[src/rtl/core/dept_pkg.sv]
// Shared types and constants of the dual encoder period tachometer.
package dept_pkg;

   localparam int TS_W       = 32;  // timestamp field width
   localparam int PPR_W      = 16;  // pulses per revolution register width
   localparam int TICK_W     = 27;  // tick rate register width
   localparam int TIMEOUT_W  = 32;  // stall timeout register width
   localparam int RPM_W      = 41;  // speed field width
   localparam int TICKX60_W  = 33;  // width of 60 * tick rate
   localparam int CSR_IDX_W  = 2;
   localparam int CSR_DATA_W = 32;

   localparam logic [PPR_W-1:0]     PPR_RESET     = PPR_W'(1);
   localparam logic [TICK_W-1:0]    TICK_RESET    = TICK_W'(1000000);
   localparam logic [TIMEOUT_W-1:0] TIMEOUT_RESET = TIMEOUT_W'(100000);

   typedef enum logic [CSR_IDX_W-1:0] {
      CSR_PPR           = 2'd0,
      CSR_TICK_RATE     = 2'd1,
      CSR_STALL_TIMEOUT = 2'd2
   } csr_index_type;

   typedef enum logic [1:0] {
      LANE_IDLE,
      LANE_MUL,
      LANE_DIV,
      LANE_DONE
   } lane_state_type;

   typedef struct packed {
      logic start;     // a new word is accepted this cycle
      logic edge_hit;  // this lane's encoder has an edge in that word
      logic ack;       // the finished result is taken by the merge stage
   } lane_ctl_type;

   typedef struct packed {
      logic             idle;
      logic             done;
      logic             stopped;
      logic [RPM_W-1:0] rpm;
   } lane_stat_type;

endpackage

[src/rtl/core/dept_if.sv]
// Handshake interfaces of the tachometer: request, response and register write channels.
interface dept_req_if;
   logic                     valid;
   logic                     ready;
   logic [dept_pkg::TS_W-1:0] timestamp;
   logic                     right_edge;
   logic                     left_edge;

   modport source (output valid, timestamp, right_edge, left_edge, input ready);
   modport sink   (input valid, timestamp, right_edge, left_edge, output ready);
endinterface

interface dept_rsp_if;
   logic                       valid;
   logic                       ready;
   logic [dept_pkg::RPM_W-1:0] right_rpm;
   logic [dept_pkg::RPM_W-1:0] left_rpm;
   logic                       right_stopped;
   logic                       left_stopped;

   modport source (output valid, right_rpm, left_rpm, right_stopped, left_stopped,
                   input ready);
   modport sink   (input valid, right_rpm, left_rpm, right_stopped, left_stopped,
                   output ready);
endinterface

interface dept_csr_if;
   logic                            valid;
   logic                            ready;
   logic [dept_pkg::CSR_IDX_W-1:0]  index;
   logic [dept_pkg::CSR_DATA_W-1:0] data;

   modport source (output valid, index, data, input ready);
   modport sink   (input valid, index, data, output ready);
endinterface

[src/rtl/core/dept_lane.sv]
// One encoder channel: edge time and period state, stall check and a radix-2 speed divider.
module dept_lane #(
   parameter int COUNTER_WIDTH = 32,
   parameter int FRACTION_BITS = 8
) (
   input  logic                             clock,
   input  logic                             reset,
   input  dept_pkg::lane_ctl_type           ctl,
   input  logic [dept_pkg::TS_W-1:0]        timestamp,
   input  logic [dept_pkg::PPR_W-1:0]       pulses_per_rev,
   input  logic [dept_pkg::TICK_W-1:0]      tick_rate_hz,
   input  logic [dept_pkg::TIMEOUT_W-1:0]   stall_timeout_ticks,
   output dept_pkg::lane_stat_type          stat
);

   localparam int NUM_W = dept_pkg::TICKX60_W + FRACTION_BITS;
   localparam int DEN_W = COUNTER_WIDTH + dept_pkg::PPR_W;
   localparam int CNT_W = $clog2(NUM_W);
   localparam int RPM_W = dept_pkg::RPM_W;

   dept_pkg::lane_state_type state_ff, state_in;
   logic [COUNTER_WIDTH-1:0] edge_time_ff, edge_time_in;
   logic [COUNTER_WIDTH-1:0] period_ff, period_in;
   logic                     stopped_ff, stopped_in;
   logic [DEN_W-1:0]         den_ff, den_in;
   logic [NUM_W-1:0]         num_ff, num_in;
   logic [DEN_W-1:0]         rem_ff, rem_in;
   logic [CNT_W-1:0]         cnt_ff, cnt_in;

   logic [COUNTER_WIDTH-1:0]       now;
   logic [COUNTER_WIDTH-1:0]       since_edge;
   logic [COUNTER_WIDTH-1:0]       period_next;
   logic [COUNTER_WIDTH-1:0]       elapsed;
   logic [dept_pkg::PPR_W-1:0]     ppr_eff;
   logic [DEN_W-1:0]               den_prod;
   logic [dept_pkg::TICKX60_W-1:0] tick_x60;
   logic [DEN_W:0]                 rem_shift;
   logic [DEN_W:0]                 rem_diff;
   logic [NUM_W+RPM_W-1:0]         quot_wide;
   logic                           quot_sat;
   logic [RPM_W-1:0]               rpm_sat;

   assign now         = timestamp[COUNTER_WIDTH-1:0];
   assign since_edge  = now - edge_time_ff;
   assign period_next = ctl.edge_hit ? since_edge : period_ff;
   // An edge in this word restarts the elapsed time at zero.
   assign elapsed     = ctl.edge_hit ? '0 : since_edge;

   assign ppr_eff  = (pulses_per_rev == '0) ? dept_pkg::PPR_W'(1) : pulses_per_rev;
   assign den_prod = DEN_W'(period_ff) * DEN_W'(ppr_eff);
   // 60 * f = 64 * f - 4 * f
   assign tick_x60 = (dept_pkg::TICKX60_W'(tick_rate_hz) << 6)
                   - (dept_pkg::TICKX60_W'(tick_rate_hz) << 2);

   assign rem_shift = {rem_ff, num_ff[NUM_W-1]};
   assign rem_diff  = rem_shift - {1'b0, den_ff};

   assign quot_wide = {{RPM_W{1'b0}}, num_ff};
   assign quot_sat  = |quot_wide[NUM_W+RPM_W-1:RPM_W];
   assign rpm_sat   = quot_sat ? {RPM_W{1'b1}} : quot_wide[RPM_W-1:0];

   always_comb begin
      state_in     = state_ff;
      edge_time_in = edge_time_ff;
      period_in    = period_ff;
      stopped_in   = stopped_ff;
      den_in       = den_ff;
      num_in       = num_ff;
      rem_in       = rem_ff;
      cnt_in       = cnt_ff;
      case (state_ff)
         dept_pkg::LANE_IDLE: begin
            if (ctl.start) begin
               if (ctl.edge_hit) begin
                  edge_time_in = now;
               end
               period_in  = period_next;
               stopped_in = (period_next == '0)
                          || (dept_pkg::TIMEOUT_W'(elapsed) > stall_timeout_ticks);
               state_in   = dept_pkg::LANE_MUL;
            end
         end
         dept_pkg::LANE_MUL: begin
            den_in   = den_prod;
            num_in   = NUM_W'(tick_x60) << FRACTION_BITS;
            rem_in   = '0;
            cnt_in   = '0;
            state_in = dept_pkg::LANE_DIV;
         end
         dept_pkg::LANE_DIV: begin
            // Restoring division: one quotient bit per cycle, shifted in below the dividend.
            if (!rem_diff[DEN_W]) begin
               rem_in = rem_diff[DEN_W-1:0];
               num_in = {num_ff[NUM_W-2:0], 1'b1};
            end else begin
               rem_in = rem_shift[DEN_W-1:0];
               num_in = {num_ff[NUM_W-2:0], 1'b0};
            end
            cnt_in = cnt_ff + 1'b1;
            if (cnt_ff == CNT_W'(NUM_W - 1)) begin
               state_in = dept_pkg::LANE_DONE;
            end
         end
         dept_pkg::LANE_DONE: begin
            if (ctl.ack) begin
               state_in = dept_pkg::LANE_IDLE;
            end
         end
         default: begin
            state_in = dept_pkg::LANE_IDLE;
         end
      endcase
   end

   always_ff @(posedge clock) begin
      if (reset) begin
         state_ff     <= dept_pkg::LANE_IDLE;
         edge_time_ff <= '0;
         period_ff    <= '0;
      end else begin
         state_ff     <= state_in;
         edge_time_ff <= edge_time_in;
         period_ff    <= period_in;
      end
      stopped_ff <= stopped_in;
      den_ff     <= den_in;
      num_ff     <= num_in;
      rem_ff     <= rem_in;
      cnt_ff     <= cnt_in;
   end

   assign stat.idle    = (state_ff == dept_pkg::LANE_IDLE);
   assign stat.done    = (state_ff == dept_pkg::LANE_DONE);
   assign stat.stopped = stopped_ff;
   assign stat.rpm     = stopped_ff ? '0 : rpm_sat;

endmodule

[src/rtl/core/dept_merge.sv]
// Merge stage: joins the two lane results into one response word held in an output register.
module dept_merge (
   input  logic                    clock,
   input  logic                    reset,
   input  logic                    load,
   input  dept_pkg::lane_stat_type right_stat,
   input  dept_pkg::lane_stat_type left_stat,
   output logic                    slot_free,
   dept_rsp_if.source              rsp_ch
);

   logic                       valid_ff, valid_in;
   logic [dept_pkg::RPM_W-1:0] right_rpm_ff, left_rpm_ff;
   logic                       right_stopped_ff, left_stopped_ff;

   assign slot_free = !valid_ff || rsp_ch.ready;
   assign valid_in  = load || (valid_ff && !rsp_ch.ready);

   always_ff @(posedge clock) begin
      if (reset) begin
         valid_ff <= 1'b0;
      end else begin
         valid_ff <= valid_in;
      end
      if (load) begin
         right_rpm_ff     <= right_stat.rpm;
         left_rpm_ff      <= left_stat.rpm;
         right_stopped_ff <= right_stat.stopped;
         left_stopped_ff  <= left_stat.stopped;
      end
   end

   assign rsp_ch.valid         = valid_ff;
   assign rsp_ch.right_rpm     = right_rpm_ff;
   assign rsp_ch.left_rpm      = left_rpm_ff;
   assign rsp_ch.right_stopped = right_stopped_ff;
   assign rsp_ch.left_stopped  = left_stopped_ff;

endmodule

[src/rtl/core/dual_encoder_period_tachometer.sv]
// A word accepted on the request channel passes through the lane states IDLE, MUL
// and DIV, where the dividers form one quotient bit per cycle, then waits in DONE
// until the output register is free. A new word is accepted only after both lanes
// have handed off; a finished response waits in the output register while the next word is accepted.
// Reset (synchronous, active high) clears both edge times and periods to zero and
// loads the registers with 1 pulse per revolution, 1 MHz ticks and a 100000-tick timeout.
module dual_encoder_period_tachometer #(
   parameter int COUNTER_WIDTH = 32,
   parameter int FRACTION_BITS = 8
) (
   input logic        clock,
   input logic        reset,
   dept_req_if.sink   req_ch,
   dept_rsp_if.source rsp_ch,
   dept_csr_if.sink   csr_ch
);

   // Configuration registers. The port is always ready; the user must write only while the block is idle,
   // which the block itself does not enforce, so the lanes see stable values during a division.
   logic [dept_pkg::PPR_W-1:0]     ppr_ff, ppr_in;
   logic [dept_pkg::TICK_W-1:0]    tick_ff, tick_in;
   logic [dept_pkg::TIMEOUT_W-1:0] timeout_ff, timeout_in;

   assign csr_ch.ready = 1'b1;

   always_comb begin
      ppr_in     = ppr_ff;
      tick_in    = tick_ff;
      timeout_in = timeout_ff;
      if (csr_ch.valid) begin
         case (csr_ch.index)
            dept_pkg::CSR_PPR:           ppr_in     = csr_ch.data[dept_pkg::PPR_W-1:0];
            dept_pkg::CSR_TICK_RATE:     tick_in    = csr_ch.data[dept_pkg::TICK_W-1:0];
            dept_pkg::CSR_STALL_TIMEOUT: timeout_in = csr_ch.data[dept_pkg::TIMEOUT_W-1:0];
            default: begin
               // Writes beyond the register list are dropped.
            end
         endcase
      end
   end

   always_ff @(posedge clock) begin
      if (reset) begin
         ppr_ff     <= dept_pkg::PPR_RESET;
         tick_ff    <= dept_pkg::TICK_RESET;
         timeout_ff <= dept_pkg::TIMEOUT_RESET;
      end else begin
         ppr_ff     <= ppr_in;
         tick_ff    <= tick_in;
         timeout_ff <= timeout_in;
      end
   end

   // The two lanes start together on every accepted word and finish in the same
   // cycle. A new word is taken as soon as both lanes have handed their result
   // to the merge stage, even if that response has not been taken downstream.
   dept_pkg::lane_ctl_type  right_ctl, left_ctl;
   dept_pkg::lane_stat_type right_stat, left_stat;
   logic                    accept;
   logic                    slot_free;
   logic                    handoff;

   assign req_ch.ready = right_stat.idle && left_stat.idle;
   assign accept       = req_ch.valid && req_ch.ready;
   assign handoff      = right_stat.done && left_stat.done && slot_free;

   assign right_ctl.start    = accept;
   assign right_ctl.edge_hit = req_ch.right_edge;
   assign right_ctl.ack      = handoff;
   assign left_ctl.start     = accept;
   assign left_ctl.edge_hit  = req_ch.left_edge;
   assign left_ctl.ack       = handoff;

   dept_lane #(
      .COUNTER_WIDTH (COUNTER_WIDTH),
      .FRACTION_BITS (FRACTION_BITS)
   ) u_right_lane (
      .clock               (clock),
      .reset               (reset),
      .ctl                 (right_ctl),
      .timestamp           (req_ch.timestamp),
      .pulses_per_rev      (ppr_ff),
      .tick_rate_hz        (tick_ff),
      .stall_timeout_ticks (timeout_ff),
      .stat                (right_stat)
   );

   dept_lane #(
      .COUNTER_WIDTH (COUNTER_WIDTH),
      .FRACTION_BITS (FRACTION_BITS)
   ) u_left_lane (
      .clock               (clock),
      .reset               (reset),
      .ctl                 (left_ctl),
      .timestamp           (req_ch.timestamp),
      .pulses_per_rev      (ppr_ff),
      .tick_rate_hz        (tick_ff),
      .stall_timeout_ticks (timeout_ff),
      .stat                (left_stat)
   );

   dept_merge u_merge (
      .clock      (clock),
      .reset      (reset),
      .load       (handoff),
      .right_stat (right_stat),
      .left_stat  (left_stat),
      .slot_free  (slot_free),
      .rsp_ch     (rsp_ch)
   );

   // The lanes run in lockstep, so they must agree on being idle and done.
   a_lanes_lockstep: assert property (@(posedge clock) disable iff (reset)
      (right_stat.idle == left_stat.idle) && (right_stat.done == left_stat.done))
      else $error("tachometer lanes out of step");

   // Once a word is accepted, no further word is taken until its result is handed off.
   a_one_in_flight: assert property (@(posedge clock) disable iff (reset)
      accept |=> !req_ch.ready)
      else $error("second word accepted while one is in flight");

   // A handoff always leaves a valid response in the output register.
   a_handoff_shows: assert property (@(posedge clock) disable iff (reset)
      handoff |=> rsp_ch.valid)
      else $error("handed-off result not shown on the response channel");

   // A stopped lane never reports a nonzero speed to the merge stage.
   a_stopped_zero: assert property (@(posedge clock) disable iff (reset)
      handoff |-> (!right_stat.stopped || right_stat.rpm == '0)
               && (!left_stat.stopped || left_stat.rpm == '0))
      else $error("stopped lane reports nonzero speed");

endmodule
[src/flat_wrapper.sv]
// flat-port wrapper written by rule: the top's interface ports become plain ports
module dual_encoder_period_tachometer_flat 
#(
   parameter int COUNTER_WIDTH = 32,
   parameter int FRACTION_BITS = 8
)
  (clock, reset, req_ch_valid, req_ch_timestamp, req_ch_right_edge, req_ch_left_edge, req_ch_ready, rsp_ch_valid, rsp_ch_right_rpm, rsp_ch_left_rpm, rsp_ch_right_stopped, rsp_ch_left_stopped, rsp_ch_ready, csr_ch_valid, csr_ch_index, csr_ch_data, csr_ch_ready);
  dept_req_if req_ch_i ();
  dept_rsp_if rsp_ch_i ();
  dept_csr_if csr_ch_i ();
  input logic clock;
  input logic reset;
  input wire logic [$bits(req_ch_i.valid)-1:0] req_ch_valid;
  input wire logic [$bits(req_ch_i.timestamp)-1:0] req_ch_timestamp;
  input wire logic [$bits(req_ch_i.right_edge)-1:0] req_ch_right_edge;
  input wire logic [$bits(req_ch_i.left_edge)-1:0] req_ch_left_edge;
  output wire logic [$bits(req_ch_i.ready)-1:0] req_ch_ready;
  output wire logic [$bits(rsp_ch_i.valid)-1:0] rsp_ch_valid;
  output wire logic [$bits(rsp_ch_i.right_rpm)-1:0] rsp_ch_right_rpm;
  output wire logic [$bits(rsp_ch_i.left_rpm)-1:0] rsp_ch_left_rpm;
  output wire logic [$bits(rsp_ch_i.right_stopped)-1:0] rsp_ch_right_stopped;
  output wire logic [$bits(rsp_ch_i.left_stopped)-1:0] rsp_ch_left_stopped;
  input wire logic [$bits(rsp_ch_i.ready)-1:0] rsp_ch_ready;
  input wire logic [$bits(csr_ch_i.valid)-1:0] csr_ch_valid;
  input wire logic [$bits(csr_ch_i.index)-1:0] csr_ch_index;
  input wire logic [$bits(csr_ch_i.data)-1:0] csr_ch_data;
  output wire logic [$bits(csr_ch_i.ready)-1:0] csr_ch_ready;
  assign req_ch_i.valid = req_ch_valid;
  assign req_ch_i.timestamp = req_ch_timestamp;
  assign req_ch_i.right_edge = req_ch_right_edge;
  assign req_ch_i.left_edge = req_ch_left_edge;
  assign req_ch_ready = req_ch_i.ready;
  assign rsp_ch_valid = rsp_ch_i.valid;
  assign rsp_ch_right_rpm = rsp_ch_i.right_rpm;
  assign rsp_ch_left_rpm = rsp_ch_i.left_rpm;
  assign rsp_ch_right_stopped = rsp_ch_i.right_stopped;
  assign rsp_ch_left_stopped = rsp_ch_i.left_stopped;
  assign rsp_ch_i.ready = rsp_ch_ready;
  assign csr_ch_i.valid = csr_ch_valid;
  assign csr_ch_i.index = csr_ch_index;
  assign csr_ch_i.data = csr_ch_data;
  assign csr_ch_ready = csr_ch_i.ready;
  dual_encoder_period_tachometer #(.COUNTER_WIDTH(COUNTER_WIDTH), .FRACTION_BITS(FRACTION_BITS)) u_core (.clock(clock), .reset(reset), .req_ch(req_ch_i), .rsp_ch(rsp_ch_i), .csr_ch(csr_ch_i));
endmodule
[config.mk]
export PLATFORM = sky130hd
export DESIGN_NAME = dual_encoder_period_tachometer_flat
export DESIGN_NICKNAME = d
export VERILOG_FILES = /design/src/rtl/core/dept_pkg.sv /design/src/rtl/core/dept_if.sv /design/src/rtl/core/dept_lane.sv /design/src/rtl/core/dept_merge.sv /design/src/rtl/core/dual_encoder_period_tachometer.sv /design/src/flat_wrapper.sv
export SDC_FILE = /design/constraint.sdc
export NUM_CORES = 2
export LEC_CHECK = 0
export BUFFER_PORTS_ARGS = -buffer_cell sky130_fd_sc_hd__buf_2
export CORE_MARGIN = 2
export CORE_UTILIZATION = 56
export CTS_BUF_LIST = sky130_fd_sc_hd__clkbuf_16
export DETAILED_ROUTE_END_ITERATION = 16
export PLACE_DENSITY_LB_ADDON = 0.05
export SYNTH_ARGS = -nofsm -noshare
export SYNTH_HDL_FRONTEND = slang
export SYNTH_SLANG_ARGS = --single-unit
export TNS_END_PERCENT = 10
[constraint.sdc]
create_clock -name clock -period 6.4 [get_ports clock]
set_input_delay 0.64 -clock clock [delete_from_list [all_inputs] [get_ports clock]]
set_output_delay 0.64 -clock clock [all_outputs]
set_load 0.02 [all_outputs]
==> reports/metrics.yaml <==
status: "finished, violations left"
violations: "negative setup slack"
ys_seq_area_share_pct: 23.2
tightest_slew_ps: 1230
drc: 0
max_cap_violations: 0
num_vias: 51800
dieArea_um2: 121000
grt_first_pass_wirelength_um: 292000
pwr-share-clk_pct: 18.1
fin_nets: 9168
synth_edf_count: 372
placed_area_um2: 71900
ys_types: 94
synth-async-reset-ratio_pct: 0
rows: 125
layout_setup_ws_ps: -252
viasPerCell: 5.55
switchingPower_w: 0.00987
path_clk_slew_ps: 60
slew_viol_final: 0
power.total_w: 0.0225
synth_fp_nets: 8790
syn2layout_area_growth_pct: 13.1
startpoint_type: "register"
final_cells: 9336
fin_setup_tns_ps: -1970
skew_ps: 40.9
root_buffer: "clkbuf_16"
intPower_w: 0.0126
crit_top_cell: "fa_1"
die_w_um: 347
max_stage_delay_ps: 550
numClockSinks: 580
ctsHtreeMaxLevel: 3
final_area_um2: 74600
highest_layer: "met4"
grt_max_degree: 85
powerDensity_nw_per_um2: 301
max-vdd-ir-drop_uv: 340
clockBufferDepth: 3
seq_power_share_pct: 28.1
maxSlewHeadroom_pct: 18.1
grt_pass1_vias: 53500
avgSynthCellArea_um2: 8.94
antenna_found_initial: 2
period_needed_ps: 6650
setup_violations: 18
cts_hold_buf: 0
met1Wirelength_um: 78700
antenna_left: 0
worstPathMaxFanout: 13
wl_met2_um: 85100
hold_violations: 0
rsz0062_at_grt: "true"
dr.pass1.iters: 6
power_leakage_nw: 34.4
hp-class: "input port to register"
max_freq_mhz: 150
place_inst: 9201
cts_made_buffers: 71
core_um2: 117000
synthFlopType: "edfxtp_1"
io_pins: 160
power_frac_comb_pct: 53.8
ys_warn_count: 0
track_usage_pct: 30.4
portBuffers: 158
swShare_pct: 43.9
worst-setup-path-type: "register to register"
layout-drive-gt1-share_pct: 12.1
chipHeight_um: 347
crit_path_end_kind: "register"
wl_met3_um: 11200
cts_tree: "done"
synth-seq-cells: 580
period_share_pct: 104
detailedRoute.firstIterationViolations: 3843
start_util_pct: 56.6
worstPathArrival_ps: 7050
syn_area_um2: 66000
fillCellCount: 9924
clkLatencyLatePin_ps: 670
timing.hold.ws_ps: 232
place.gp.congestion: 0.966
routedWlPerCell_um: 19.3
dp_hpwl_um: 144000
slowest_stage: "fa_1"
overflow: 0
syn_inst: 7379
drt-total-wl_um: 181000
crit_required_ps: 6800
repair_timing:
item,4_1_cts,5_1_grt
gates resized for setup,51,43
setup buffers,1,6
pin swaps,5,15
setup endpoints to repair,26,32
area by class of cell:
| type | instances | area [um^2] | share of cell area (%) |
|---|---|---|---|
| well taps | 1524 | 1910 | 2.55 |
| clock buffers | 73 | 1830 | 2.45 |
| clock inverters | 54 | 493 | 0.660 |
| multi-input cells | 5255 | 45300 | 60.6 |
| repair buffers | 689 | 5400 | 7.23 |
| flip-flops and latches | 580 | 15400 | 20.6 |
| inverters | 1160 | 4360 | 5.84 |
| diodes | 1 | 2.50 | 0.00335 |
power by group through the flow:
stage	Clock, W	Sequential, W	Combinational, W
after floorplan	0	0.00608	0.00852
after global placement	0	0.00634	0.0117
after detailed placement	0	0.00635	0.0119
after CTS	0.00416	0.00630	0.0120
after global routing	0.00429	0.00643	0.0134
final	0.00408	0.00632	0.0121
worst max-delay path: cells and delay by family, from the launching register on:
kind | cells | cell delay [ps]
AO/OA/AOI/OAI | 8 | 1350
AND/OR/NAND/NOR | 4 | 730
buffers and inverters | 5 | 570
adder cells (fa/ha/maj) | 7 | 3180
flip-flops | 1 | 430
XOR/XNOR | 1 | 120
final timing paths:
kind / start / endpoint / slack, ps / cells after the start
setup / recovery: u_core.ppr_ff[4] / u_core.u_right_lane.den_ff[47] / -250 / 25
hold / removal: csr_ch_data[29] / u_core.timeout_ff[29] / 230 / 3
setup reg to reg: u_core.ppr_ff[4] / u_core.u_right_lane.den_ff[47] / -250 / 25
hold reg to reg: u_core.u_right_lane.edge_time_ff[14] / u_core.u_right_lane.edge_time_ff[14] / 450 / 2
layer usage:
metal  up-vias  global-route usage [%]
met4         0                    8.98
met3       282                    4.68
met5         -                       0
met2      1479                    50.1
met1     25600                    41.7
li1      24400                       -
cell usage after synthesis (31+ instances only):
master | count | area [um^2]
inv_1 | 1159 | 4350
xor2_1 | 116 | 1020
a21o_1 | 172 | 1290
a21oi_1 | 487 | 2440
fa_1 | 840 | 16800
o21a_1 | 41 | 308
a31oi_1 | 31 | 194
xnor2_1 | 154 | 1350
nor2b_1 | 184 | 1150
nand2b_1 | 35 | 219
mux2i_1 | 41 | 410
ha_1 | 498 | 6230
nor2_1 | 251 | 942
edfxtp_1 | 372 | 11200
nand3_1 | 99 | 495
clkbuf_1 | 360 | 1350
dfxtp_1 | 208 | 4160
and2_1 | 463 | 2900
nor3_1 | 47 | 235
nand4_1 | 65 | 407
a211oi_1 | 32 | 240
o21ai_0 | 233 | 1170
nand2_1 | 1130 | 4240
o21bai_1 | 42 | 315
sequential cells by signal, indices dropped and copies added (netlist names), 2 cells and up:
name                              cells
u_core.u_right_lane.cnt_ff            6
u_core.tick_ff                       27
u_core.u_right_lane.edge_time_ff     32
u_core.u_right_lane.rem_ff           48
u_core.u_right_lane.den_ff           48
u_core.u_right_lane.num_ff           41
u_core.u_left_lane.rem_ff            48
u_core.u_right_lane.state_ff          2
u_core.u_left_lane.period_ff         32
u_core.u_left_lane.state_ff           2
u_core.u_merge.rsp_ch.right_rpm      41
u_core.u_left_lane.den_ff            48
u_core.u_left_lane.edge_time_ff      32
u_core.u_left_lane.num_ff            41
u_core.u_right_lane.period_ff        32
u_core.u_merge.rsp_ch.left_rpm       41
u_core.timeout_ff                    32
u_core.ppr_ff                        16
u_core.u_left_lane.cnt_ff             6
logic make-up after synthesis:
group,count (synthesis),synth area share (%)
DFF,580,23.2
AOI/OAI and AO/OA,1209,11.3
other,1,0.00568
adders and majority gates,1338,34.9
and+or+nand+nor,2384,17.2
muxes,53,0.844
xor gates and xnor gates,270,3.58
buffers and inverters,1544,8.84
layout by cell type (no fill, tap or decap), drive strengths merged, types with 239 or more instances in the layout:
| cell | synthesis | routed |
|---|---|---|
| inv | 1159 | 1174 |
| nand2 | 1130 | 1130 |
| fa | 840 | 840 |
| buf | 23 | 689 |
| ha | 498 | 498 |
| a21oi | 488 | 488 |
| and2 | 463 | 463 |
| edfxtp | 372 | 372 |
| nor2 | 252 | 252 |
| o21ai | 239 | 239 |
through the flow:
| stage | setup slack, ps | utilization [%] |
|---|---|---|
| after global routing | -553 | 64.1 |
| after CTS | -265 | 63.9 |
| after detailed placement | -417 | 61.7 |
| after global placement | -315 | 61.7 |
| after floorplan | -40.1 | - |
| final | -252 | 64.1 |
No activity file was read; power rests on OpenSTA's default activity.
